[config.mk]
export PLATFORM = sky130hd
export DESIGN_NAME = sensorless_bldc_commutator_core
export DESIGN_NICKNAME = d
export VERILOG_FILES = /design/src/hw/rtl/sbldc_pkg.sv /design/src/hw/rtl/sensorless_bldc_commutator_core.sv /design/src/hw/rtl/sbldc_in_stage.sv /design/src/hw/rtl/sbldc_step_core.sv
export SDC_FILE = /design/constraint.sdc
export NUM_CORES = 1
export LEC_CHECK = 0
export BUFFER_PORTS_ARGS = -buffer_cell sky130_fd_sc_hd__buf_2
export CORE_MARGIN = 2
export CORE_UTILIZATION = 34
export CTS_BUF_LIST = sky130_fd_sc_hd__clkbuf_8
export DETAILED_ROUTE_END_ITERATION = 16
export PLACE_DENSITY_LB_ADDON = 0.08
export SLEW_MARGIN = 20
export SYNTH_ARGS = -nofsm -noshare
export SYNTH_HDL_FRONTEND = slang
export SYNTH_HIERARCHICAL = 1
export SYNTH_SLANG_ARGS = --single-unit
export TNS_END_PERCENT = 1
[constraint.sdc]
create_clock -name clk -period 8.8 [get_ports clk]
set_input_delay 1.76 -clock clk [delete_from_list [all_inputs] [get_ports clk]]
set_output_delay 1.76 -clock clk [all_outputs]
set_load 0.1 [all_outputs]
[src/hw/rtl/sbldc_pkg.sv]
package sbldc_pkg;

    localparam int SAMPLE_W = 8;
    localparam int THRESH_W = 8;
    localparam int LIMIT_W  = 16;
    localparam int POS_W    = 3;
    localparam int MASK_W   = 6;
    localparam int CFG_IDX_W  = 2;
    localparam int CFG_DATA_W = 16;

    localparam logic [POS_W-1:0] POS_LAST = 3'd5;

    typedef enum logic [1:0] {
        FUNC_SAMPLE  = 2'd0,
        FUNC_STEP    = 2'd1,
        FUNC_SPEED   = 2'd2,
        FUNC_RESTART = 2'd3
    } func_t;

    localparam logic [1:0] ROT_FWD  = 2'd0;
    localparam logic [1:0] ROT_REV  = 2'd1;
    localparam logic [1:0] ROT_STOP = 2'd2;

    localparam logic [CFG_IDX_W-1:0] REG_THRESHOLD = 2'd0;
    localparam logic [CFG_IDX_W-1:0] REG_LOCK_LIMIT = 2'd1;
    localparam logic [CFG_IDX_W-1:0] REG_ROTATION  = 2'd2;

    localparam logic [1:0] CH_U = 2'd0;
    localparam logic [1:0] CH_V = 2'd1;
    localparam logic [1:0] CH_W = 2'd2;

    localparam logic [1:0] MUX_U = 2'd0;
    localparam logic [1:0] MUX_V = 2'd1;
    localparam logic [1:0] MUX_W = 2'd3;

    typedef struct packed {
        func_t               func;
        logic [SAMPLE_W-1:0] sample;
    } item_t;

    typedef struct packed {
        logic [THRESH_W-1:0] threshold;
        logic [LIMIT_W-1:0]  lock_limit;
        logic [1:0]          rotation;
    } cfg_t;

    typedef struct packed {
        logic [MASK_W-1:0] phase_mask;
        logic [POS_W-1:0]  position;
        logic              closed_loop;
        logic              lock_flag;
        logic              drive_off;
        logic [1:0]        next_channel;
    } result_t;

    // bridge switch enables per commutation step
    function automatic logic [MASK_W-1:0] phase_mask_of(input logic [POS_W-1:0] pos);
        logic [MASK_W-1:0] m;
        case (pos)
            3'd0:    m = 6'h09;
            3'd1:    m = 6'h21;
            3'd2:    m = 6'h24;
            3'd3:    m = 6'h06;
            3'd4:    m = 6'h12;
            3'd5:    m = 6'h18;
            default: m = '0;
        endcase
        return m;
    endfunction

    // expected back-emf pattern, bit0 U, bit1 V, bit2 W
    function automatic logic [2:0] expect_of(input logic reverse, input logic [POS_W-1:0] pos);
        logic [2:0] p;
        if (!reverse) begin
            case (pos)
                3'd0:    p = 3'd6;
                3'd1:    p = 3'd4;
                3'd2:    p = 3'd5;
                3'd3:    p = 3'd1;
                3'd4:    p = 3'd3;
                3'd5:    p = 3'd2;
                default: p = '0;
            endcase
        end
        else begin
            case (pos)
                3'd0:    p = 3'd2;
                3'd1:    p = 3'd6;
                3'd2:    p = 3'd4;
                3'd3:    p = 3'd5;
                3'd4:    p = 3'd1;
                3'd5:    p = 3'd3;
                default: p = '0;
            endcase
        end
        return p;
    endfunction

    function automatic logic [1:0] mux_code_of(input logic [1:0] ch);
        logic [1:0] c;
        case (ch)
            CH_V:    c = MUX_V;
            CH_W:    c = MUX_W;
            default: c = MUX_U;
        endcase
        return c;
    endfunction

endpackage

[src/hw/rtl/sensorless_bldc_commutator_core.sv]
// channel  | signals                                   | content
// s_*      | s_tvalid s_tready s_tdata s_tuser         | one command or adc sample
// m_*      | m_tvalid m_tready m_tdata                 | one drive status per command
// cfg_*    | cfg_valid cfg_ready cfg_index cfg_data    | register write, always ready
//
// each command yields exactly one status transaction, through the input and status registers;
// one command per cycle is sustained while m_tready is high
// rate is set by the combinational step logic between the input and status registers
// reset sets threshold 128, lock limit 1000, forward rotation and the lock flag
// a stalled m side holds the status register; s_tready drops once the input register is full
module sensorless_bldc_commutator_core
    import sbldc_pkg::*;
(
    input  logic                  clk,
    input  logic                  rst_n,
    input  logic                  s_tvalid,
    output logic                  s_tready,
    input  logic [7:0]            s_tdata,   // [7:0] sample
    input  logic [1:0]            s_tuser,   // [1:0] func
    output logic                  m_tvalid,
    input  logic                  m_tready,
    // [5:0] phase_mask, [8:6] position, [9] closed_loop, [10] lock_flag,
    // [11] drive_off, [13:12] next_channel, [15:14] zero
    output logic [15:0]           m_tdata,
    input  logic                  cfg_valid,
    output logic                  cfg_ready,
    input  logic [CFG_IDX_W-1:0]  cfg_index,
    input  logic [CFG_DATA_W-1:0] cfg_data
);

    cfg_t    cfg_reg;
    item_t   in_item;
    item_t   item;
    logic    out_free;
    logic    fire;
    result_t result;
    result_t res_reg;
    logic    out_valid_reg;
    logic    out_valid_next;

    assign cfg_ready = 1'b1;

    always_ff @(posedge clk or negedge rst_n)
    begin
        if (!rst_n)
        begin
            cfg_reg.threshold  <= 8'd128;
            cfg_reg.lock_limit <= 16'd1000;
            cfg_reg.rotation   <= ROT_FWD;
        end
        else if (cfg_valid)
        begin
            unique case (cfg_index)
                REG_THRESHOLD:  cfg_reg.threshold  <= cfg_data[THRESH_W-1:0];
                REG_LOCK_LIMIT: cfg_reg.lock_limit <= cfg_data[LIMIT_W-1:0];
                REG_ROTATION:   cfg_reg.rotation   <= cfg_data[1:0];
                default:        cfg_reg.rotation   <= cfg_reg.rotation;
            endcase
        end
    end

    assign in_item.func   = func_t'(s_tuser);
    assign in_item.sample = s_tdata[SAMPLE_W-1:0];

    assign out_free = !out_valid_reg || m_tready;

    sbldc_in_stage u_in_stage (
        .clk      (clk),
        .rst_n    (rst_n),
        .in_valid (s_tvalid),
        .in_ready (s_tready),
        .in_item  (in_item),
        .out_free (out_free),
        .fire     (fire),
        .item     (item)
    );

    sbldc_step_core u_step_core (
        .clk    (clk),
        .rst_n  (rst_n),
        .fire   (fire),
        .item   (item),
        .cfg    (cfg_reg),
        .result (result)
    );

    always_comb
    begin
        out_valid_next = out_valid_reg;
        if (out_free)
        begin
            out_valid_next = fire;
        end
    end

    always_ff @(posedge clk or negedge rst_n)
    begin
        if (!rst_n)
        begin
            out_valid_reg <= 1'b0;
        end
        else
        begin
            out_valid_reg <= out_valid_next;
        end
    end

    always_ff @(posedge clk)
    begin
        if (fire)
        begin
            res_reg <= result;
        end
    end

    assign m_tvalid = out_valid_reg;
    assign m_tdata  = {2'b00, res_reg.next_channel, res_reg.drive_off, res_reg.lock_flag,
                       res_reg.closed_loop, res_reg.position, res_reg.phase_mask};

endmodule

[src/hw/rtl/sbldc_in_stage.sv]
module sbldc_in_stage
    import sbldc_pkg::*;
(
    input  logic  clk,
    input  logic  rst_n,
    input  logic  in_valid,
    output logic  in_ready,
    input  item_t in_item,
    input  logic  out_free,
    output logic  fire,
    output item_t item
);

    logic  valid_reg;
    logic  valid_next;
    item_t item_reg;

    assign fire     = valid_reg && out_free;
    assign in_ready = !valid_reg || out_free;
    assign item     = item_reg;

    always_comb
    begin
        valid_next = valid_reg;
        if (in_ready)
        begin
            valid_next = in_valid;
        end
    end

    always_ff @(posedge clk or negedge rst_n)
    begin
        if (!rst_n)
        begin
            valid_reg <= 1'b0;
        end
        else
        begin
            valid_reg <= valid_next;
        end
    end

    always_ff @(posedge clk)
    begin
        if (in_ready && in_valid)
        begin
            item_reg <= in_item;
        end
    end

endmodule

[src/hw/rtl/sbldc_step_core.sv]
module sbldc_step_core
    import sbldc_pkg::*;
(
    input  logic    clk,
    input  logic    rst_n,
    input  logic    fire,
    input  item_t   item,
    input  cfg_t    cfg,
    output result_t result
);

    logic [SAMPLE_W-1:0] samp_u_reg, samp_u_next;
    logic [SAMPLE_W-1:0] samp_v_reg, samp_v_next;
    logic [1:0]          ch_reg, ch_next;
    logic [POS_W-1:0]    pos_reg, pos_next;
    logic                closed_reg, closed_next;
    logic                speed_reg, speed_next;
    logic                locked_reg, locked_next;
    logic [LIMIT_W-1:0]  miss_reg, miss_next;

    logic [POS_W-1:0]    adv_pos;
    logic                adv_off;
    logic [1:0]          idx;
    logic [1:0]          idx_next;
    logic [SAMPLE_W-1:0] thr;
    logic [2:0]          pat;
    logic                match;
    logic                hit;
    logic                off;

    // one step along the commutation sequence; stop rotation gives step 0 with the drive off
    always_comb
    begin
        adv_off = 1'b0;
        case (cfg.rotation)
            ROT_FWD: adv_pos = (pos_reg >= POS_LAST) ? '0 : pos_reg + 3'd1;
            ROT_REV: adv_pos = (pos_reg == '0 || pos_reg > POS_LAST) ? POS_LAST
                                                                    : pos_reg - 3'd1;
            default:
            begin
                adv_pos = '0;
                adv_off = 1'b1;
            end
        endcase
    end

    assign idx      = (ch_reg > CH_W) ? CH_U : ch_reg;
    assign idx_next = (idx == CH_W) ? CH_U : idx + 2'd1;
    assign thr      = SAMPLE_W'(cfg.threshold);
    // the W sample completes the pattern straight from the input
    assign pat      = {item.sample > thr, samp_v_reg > thr, samp_u_reg > thr};
    assign match    = (cfg.rotation == ROT_FWD || cfg.rotation == ROT_REV)
                   && (pos_reg <= POS_LAST)
                   && (expect_of(cfg.rotation[0], pos_reg) == pat);
    assign hit      = (item.func == FUNC_SAMPLE) && (idx == CH_W) && match && speed_reg;

    always_comb
    begin
        samp_u_next = samp_u_reg;
        samp_v_next = samp_v_reg;
        ch_next     = ch_reg;
        pos_next    = pos_reg;
        closed_next = closed_reg;
        speed_next  = speed_reg;
        locked_next = locked_reg;
        miss_next   = miss_reg;
        off         = 1'b0;
        unique case (item.func)
            FUNC_SAMPLE:
            begin
                if (idx == CH_U)
                begin
                    samp_u_next = item.sample;
                end
                if (idx == CH_V)
                begin
                    samp_v_next = item.sample;
                end
                ch_next = idx_next;
                if (idx == CH_W)
                begin
                    if (match && speed_reg)
                    begin
                        pos_next    = adv_pos;
                        miss_next   = '0;
                        closed_next = 1'b1;
                    end
                    else if (closed_reg)
                    begin
                        if (miss_reg != '1)
                        begin
                            miss_next = miss_reg + 16'd1;
                        end
                        if (cfg.lock_limit < miss_reg)
                        begin
                            locked_next = 1'b1;
                            closed_next = 1'b0;
                            speed_next  = 1'b0;
                            off         = 1'b1;
                        end
                    end
                end
            end
            FUNC_STEP:
            begin
                if (!locked_reg && !closed_reg)
                begin
                    pos_next = adv_pos;
                    off      = adv_off;
                end
            end
            FUNC_SPEED:
            begin
                speed_next = 1'b1;
            end
            FUNC_RESTART:
            begin
                if (locked_reg)
                begin
                    pos_next    = '0;
                    locked_next = 1'b0;
                end
            end
            default:
            begin
                off = 1'b0;
            end
        endcase
    end

    always_comb
    begin
        result.phase_mask   = phase_mask_of(pos_next);
        result.position     = pos_next;
        result.closed_loop  = closed_next;
        result.lock_flag    = locked_next;
        result.drive_off    = off;
        result.next_channel = mux_code_of(ch_next);
    end

    always_ff @(posedge clk or negedge rst_n)
    begin
        if (!rst_n)
        begin
            samp_u_reg <= '0;
            samp_v_reg <= '0;
            ch_reg     <= CH_U;
            pos_reg    <= '0;
            closed_reg <= 1'b0;
            speed_reg  <= 1'b0;
            locked_reg <= 1'b1;
            miss_reg   <= '0;
        end
        else if (fire)
        begin
            samp_u_reg <= samp_u_next;
            samp_v_reg <= samp_v_next;
            ch_reg     <= ch_next;
            pos_reg    <= pos_next;
            closed_reg <= closed_next;
            speed_reg  <= speed_next;
            locked_reg <= locked_next;
            miss_reg   <= miss_next;
        end
    end

    a_pos_range: assert property (@(posedge clk) disable iff (!rst_n)
        pos_reg <= POS_LAST)
        else $error("commutation step out of range");

    a_ch_range: assert property (@(posedge clk) disable iff (!rst_n)
        ch_reg != 2'd3)
        else $error("channel index out of range");

    a_hit_clears_miss: assert property (@(posedge clk) disable iff (!rst_n)
        (fire && hit) |=> (miss_reg == '0 && closed_reg))
        else $error("pattern match did not clear miss counter");

    a_off_cause: assert property (@(posedge clk) disable iff (!rst_n)
        (fire && off) |=> (locked_reg || pos_reg == '0))
        else $error("drive off without lock or stop");

    a_lock_leaves_loop: assert property (@(posedge clk) disable iff (!rst_n)
        (fire && !locked_reg && locked_next) |=> (!closed_reg && !speed_reg))
        else $error("lock did not leave closed loop");

endmodule

==> flow_metrics.tcl, run 1 <==
set metrics [dict create \
    routed_via_density 4.91 \
    fin_nets 614 \
    netSwitchingPower_uw 568 \
    synth_edf_count 24 \
    whs_endpoint "u_step_core/samp_u_reg[0]" \
    status "complete, no violations" \
    worstMarginPinSlew_ns 0.940 \
    post-route-min-period_ns 4.28 \
    top_level_ports 52 \
    vdd_drop_max_mv 0.153 \
    crit_cells 4 \
    htree_levels 3 \
    yosys.area.top_type "dfrtp_1" \
    crit_path_frequent_cell "buf_2" \
    n_antenna_cell 0 \
    synth_area_leaders "dfrtp_1, edfxtp_1, ha_1" \
    synth-async-reset-ratio_pct 73.9 \
    clk_pin_slew_ns 0.10 \
    slowest_stage "buf_2" \
    routedWlPerCell_microns 14.9 \
    drcViolationCount 0 \
    cts_resized 0 \
    synthCells 481 \
    cap_violations 0 \
    numCtsBuffers 9 \
    floorplan.core_area_sq_mm 0.0151 \
    grt_pass1_vias 3594 \
    gr-total-overflow 0 \
    setup_viol 0 \
    r2r-start "cfg_reg[25]" \
    die-height_microns 128 \
    combPwrFrac_pct 38.4 \
    dr.pass1.iters 6 \
    intPower_uw 898 \
    yosysTopAreaCellShare_pct 28.6 \
    synth_flop_cell "dfrtp_1" \
    grt_pass1_wl_microns 18100 \
    grt_max_degree 69 \
    cp_top_family "buffers and inverters" \
    synth-seq-area-share_pct 46.4 \
    gp_congestion 0.759 \
    die_w_microns 128 \
    holdCritStartpoint "u_step_core/samp_u_reg[0]" \
    dp_hpwl_microns 7980 \
    ys_seq_elements 92 \
    slew_headroom_pct 36.8 \
    largest_reg_flops 26 \
    port-buffer-count 48 \
    dieArea_sq_mm 0.0164 \
    antenna_left 0 \
    hold_buffers 0 \
    syn_avg_cell_area_sq_um 10.9 \
    start_kind "input pin" \
    clock_sinks 92 \
    worstPathArrival_ns 2.52 \
    fin_crit_sh_pct 48.7 \
    slowest_delay_ns 0.42 \
    fmax_mhz 233 \
    crit_buf_inv 2 \
    grt_setup_unrepaired "false" \
    end_kind "output pin" \
    syn-cell-area_sq_mm 0.00524 \
    area_delta_synth_final_pct 11.3 \
    worst_clock_skew_ns 0.0140 \
    finalHoldViolations 0 \
    start_util_pct 34.6 \
    num_rows 45 \
    cts-root-buf "clkbuf_8" \
    drtIter0Drc 172 \
    powerDensity_mw_per_mm2 251 \
    clockBufferDepth 2 \
    r2r-end "u_step_core/miss_reg[0]" \
    yosysWarnings 6 \
    path_cells "buf_2 > nand2b_1 > nand2b_4 > buf_2" \
    cts_tree "built" \
    fin_setup_tns_ns 0 \
    slew_viol_final 0 \
    critPathKind "input pin to output pin" \
    totalWireLength_microns 10700 \
    rrSetupSlack_ns 4.95 \
    critPathMaxFanout 3 \
    r2r_cells 11 \
    num_vias 3538 \
    pwr-share-clk_pct 19.5 \
    antenna_found_initial 0 \
    min_path_cells 2 \
    p_sw_share_pct 38.8 \
    clock_latency_ns 0.38 \
    yosys.cell_types.count 62 \
    grt_usage_pct 14.2 \
    cts_setup_buffers 0 \
    worstPathRequired_ns 7.04 \
    min_path_type "flop to flop" \
    preCtsSetupSlack_ns 4.51 \
    p_seq_share_pct 42.2 \
    p_leak_uw 0.00262 \
    layout-drive-gt1-share_pct 22.7 \
    setup_ws_ns 4.52 \
]
per-stage QoR:
| stage | area, sq um | hold WS [ns] | power, uW | utilization (%) | cells |
|---|---|---|---|---|---|
| CTS | 5840 | 0.504 | 1490 | 38.5 | 720 |
| global route | 5840 | 0.530 | 1590 | 38.5 | 720 |
| detailed placement | 5650 | 0.480 | 1190 | 37.3 | 704 |
| global placement | 5640 | 0.473 | 1180 | 37.2 | 703 |
| finish | 5840 | 0.497 | 1470 | 38.5 | 720 |
| floorplan | 5250 | 0.450 | 1060 | - | 482 |
cells in the final DEF (no fill, tap or decap), types with 11 or more instances in the layout:
cell      netlist  final
buf_2           3     49
inv_1          41     42
nor2_1         40     40
edfxtp_1       24     24
nand4_1        12     12
o21ai_0        22     22
xnor2_1        15     15
dfrtp_1        60     60
nand2_1        29     29
a21oi_1        18     18
mux2_2         41     41
nand3_1        11     11
ha_1           54     54
worst min-delay path, cell delays in order, from the launching register on:
cell     delay (ns)
dfrtp_1        0.36
nand2_1        0.05
o21ai_0        0.06
power by group through the flow:
stage          logic, uW  registers [uW]  clock network (uW)
2_1_floorplan        358             700                   0
3_3_place_gp         554             628                   0
3_5_place_dp         565             628                   0
4_1_cts              569             619                 302
5_1_grt              640             632                 315
6_report             563             618                 285
synth_stat cells (5+ instances only):
master    number
dfrtp_1       60
inv_1         41
buf_4          6
mux2_2        41
a21o_1         8
nor2_1        40
nand2b_1       8
clkbuf_1       7
a211oi_1       5
nand3_1       11
xnor2_1       15
nand2_1       29
nor2b_1        7
ha_1          54
o21ai_0       22
edfxtp_1      24
a21oi_1       18
dfstp_2        8
nand4_1       12
cell type report:
class	count	area, sq um
tap	188	235
clock inverter	7	66.3
sequential	92	2430
multi-input combinational	332	2560
inverter	41	154
timing repair buffer	51	260
fill	1516	9310
clock buffer	9	124
worst max path at each step:
| stage | start | end | slack, ns |
|---|---|---|---|
| global placement | m_tready | s_tready | 4.53 |
| CTS | m_tready | s_tready | 4.51 |
| finish | m_tready | s_tready | 4.52 |
| global route | m_tready | s_tready | 4.47 |
| detailed placement | m_tready | s_tready | 4.51 |
| floorplan | m_tready | s_tready | 4.80 |
logic make-up (layout without fill, tap and decap cells):
kind of cell,Yosys count,count (layout),share of synthesized area [%]
adders and majority gates,54,54,12.9
and+or+nand+nor,134,134,13.4
other,2,3,0.143
xor gates and xnor gates,16,16,2.67
muxes,42,42,9.00
buffers and inverters,58,108,4.80
AOI/OAI and AO/OA,83,83,10.8
DFF,92,92,46.4
per-layer routing:
layer	track usage [%]	vias to the layer above	share of wire, %
met5	0	-	0
met4	4.07	0	1.8
met3	4.59	9	4.1
met2	21.3	61	44
met1	19.6	1678	50
li1	-	1790	-
No activity file was read; power rests on OpenSTA's default activity.
==> inputs of run 2 (changes only) <==
Settings changed: ABC_AREA set to 1.
Clock period 8.8 ns to 4.2 ns, I/O delays scaled along.
==> run 2 against run 1 <==
Compared with the run above:
- count of clock-buffer cells in the layout is the same
- sequential power is 110% higher
- wire length is 20% higher
- die area is 6.9% higher
- non-clock buffer count did not move
- area after synthesis up 7.1%
==> flow_metrics.tcl, run 2 <==
set metrics [dict create \
    synthTopCellsByCount "nand2_1, inv_1, dfrtp_1, ha_1, nand3_1" \
    totalWireLength_microns 12800 \
    clock_sinks 92 \
    layout_commonest_cell "nand2_1" \
    slew_viol_final 0 \
    dp_cells 916 \
    dp_hpwl_microns 9940 \
    r2r-end "m_tdata[5]" \
    synthCells 669 \
    antenna_left 0 \
    grt_usage_pct 15.4 \
    largest_reg_flops 26 \
    min_path_type "input pin to asynchronous set/reset pin" \
    pwr-share-clk_pct 18.3 \
    routedWlPerCell_microns 13.8 \
    clockBufferDepth 2 \
    start_util_pct 35.1 \
    rrSetupSlack_ns 1.44 \
    worstPathArrival_ns 3.01 \
    antenna_found_initial 0 \
    die_w_microns 133 \
    num_vias 4466 \
    powerDensity_mw_per_mm2 525 \
    utilization_pct 38.6 \
    start_kind "flop" \
    setup_ws_ns 1.44 \
    die-height_microns 133 \
    yosysTopAreaCellShare_pct 26.7 \
    fmax_mhz 362 \
    area_delta_synth_final_pct 10.1 \
    worst_clock_skew_ns 0.0176 \
    ys_seq_elements 92 \
    synth-seq-area-share_pct 43.3 \
    grt_setup_unrepaired "false" \
    final_cell_count_no_fill 932 \
    worstMarginPinSlew_ns 0.659 \
    fillers 1682 \
    critPathMaxFanout 7 \
    drcViolationCount 0 \
    p_sw_share_pct 43.5 \
    preCtsSetupSlack_ns 1.44 \
    mostFrequentLayoutCells "nand2_1, inv_1, dfrtp_1" \
    p_seq_share_pct 40.0 \
    floorplan.core_area_sq_mm 0.0160 \
    grt_max_degree 30 \
    cts_setup_buffers 0 \
    slew_headroom_pct 56.0 \
    fin_nets 798 \
    grt_pass1_vias 4283 \
    critPathKind "flop to flop" \
    port-buffer-count 48 \
    clock_latency_ns 0.38 \
    end_kind "flop" \
    top_level_ports 52 \
    yosysWarnings 6 \
    n_antenna_cell 0 \
    status "complete, no violations" \
    htree_levels 3 \
    syn_avg_cell_area_sq_um 8.39 \
    syn-cell-area_sq_mm 0.00562 \
    layout-drive-gt1-share_pct 13.1 \
    cts-root-buf "clkbuf_8" \
    fin_crit_sh_pct 65.8 \
    num_rows 46 \
    drtIter0Drc 301 \
    dr.pass1.iters 5 \
    yosys.area.top_type "dfrtp_1" \
    intPower_uw 1830 \
    gr-total-overflow 0 \
    numCtsBuffers 9 \
    cts_resized 0 \
    synth-async-reset-ratio_pct 73.9 \
    p_leak_uw 0.00308 \
    combPwrFrac_pct 41.6 \
    finalHoldViolations 0 \
    cts_tree "built" \
    multi_input_area_sq_mm 0.00269 \
    vdd_drop_max_mv 0.204 \
    regArea_sq_mm 0.00243 \
    grt_pass1_wl_microns 21700 \
    worstPathRequired_ns 4.44 \
    netSwitchingPower_uw 1410 \
    yosys.cell_types.count 44 \
    r2r_cells 18 \
    routed_via_density 4.79 \
    finalHoldWorstSlack_ns 0.363 \
    synth_edf_count 24 \
    synth_area_leaders "dfrtp_1, edfxtp_1, nand2_1" \
    r2r-start "cfg_reg[25]" \
    dieArea_sq_mm 0.0176 \
    gp_congestion 0.865 \
    post-route-min-period_ns 2.76 \
    synth.most_common_cell "nand2_1" \
    synth_flop_cell "dfrtp_1" \
    clk_pin_slew_ns 0.10 \
    hold_buffers 0 \
    cap_violations 0 \
    setup_viol 0 \
    fin_setup_tns_ns 0 \
]
==> run 2: cell types whose count changed after synthesis, sizes merged, moves of 7 or more <==
cell / before / now
nand3: 11 / 42
xnor2: 15 / 1
nor2: 40 / 33
nor2b: 7 / 0
buf: 10 / 17
inv: 41 / 88
o21ai: 23 / 41
nand4: 12 / 33
a21oi: 18 / 33
nand2: 29 / 195
nand2b: 9 / 0
a21o: 8 / 1
mux2: 41 / 0
==> run 2: through the flow <==
step                      total power, uW  cell area [sq um]
after global placement               2660               5990
after CTS                            3290               6180
after floorplan                      2360               5620
after global routing                 3550               6180
after detailed placement             2680               5990
final                                3250               6180
==> run 2: final cells by class <==
class                      count  share of cell area, %
sequential                    92                   39.3
timing repair buffer          51                   4.25
clock inverter                 7                  0.971
inverter                      89                   5.57
clock buffer                   9                   2.00
tap                          216                   4.37
multi-input combinational    468                   43.5
==> run 2: cell families after synthesis <==
family | synth area share (%)
flops | 43.3
other cells | 0.134
simple gates | 25.0
xor+xnor | 1.09
buf+inv | 8.93
compound gates | 9.45
fa+ha+maj | 12.0
==> run 2: worst max path at each step <==
stage | start | to | slack (ns) | cells after the start
after floorplan | m_tvalid | u_step_core/miss_reg[12] | 1.60 | 11
after detailed placement | cfg_reg[25] | m_tdata[1] | 1.44 | 17
final | cfg_reg[25] | m_tdata[5] | 1.44 | 18
after global placement | cfg_reg[25] | m_tdata[1] | 1.46 | 15
after global routing | cfg_reg[25] | m_tdata[5] | 1.09 | 18
after CTS | cfg_reg[25] | m_tdata[1] | 1.41 | 17
==> run 2: power by group through the flow <==
stage	Sequential (uW)	Clock (uW)	Combinational, uW
2_1_floorplan	1470	0	891
3_3_place_gp	1320	0	1340
3_5_place_dp	1320	0	1360
4_1_cts	1300	621	1370
5_1_grt	1330	658	1560
6_report	1300	596	1350
==> run 2: routing by layer <==
metal	part of all wire [%]	wire length [microns]	GRT usage (%)
met1	49	6340	21.9
met2	45	5840	23.8
met3	3.5	449	2.45
met4	1.7	221	5.73
met5	0	0	0
==> run 2: critical path: stages (launching register included) <==
cell,delay [ns]
dfstp_2,0.54
inv_1,0.08
ha_1,0.30
nand2_1,0.07
nor2_1,0.22
nand2_1,0.08
nand2_1,0.09
nand2_1,0.06
nand2_1,0.05
nand2_1,0.08
nor2_4,0.19
nand3_1,0.14
nand2_1,0.09
nand3_1,0.06
nand2_1,0.08
nand2_1,0.17
nor2_1,0.19
nand2_1,0.06
nand2_1,0.07
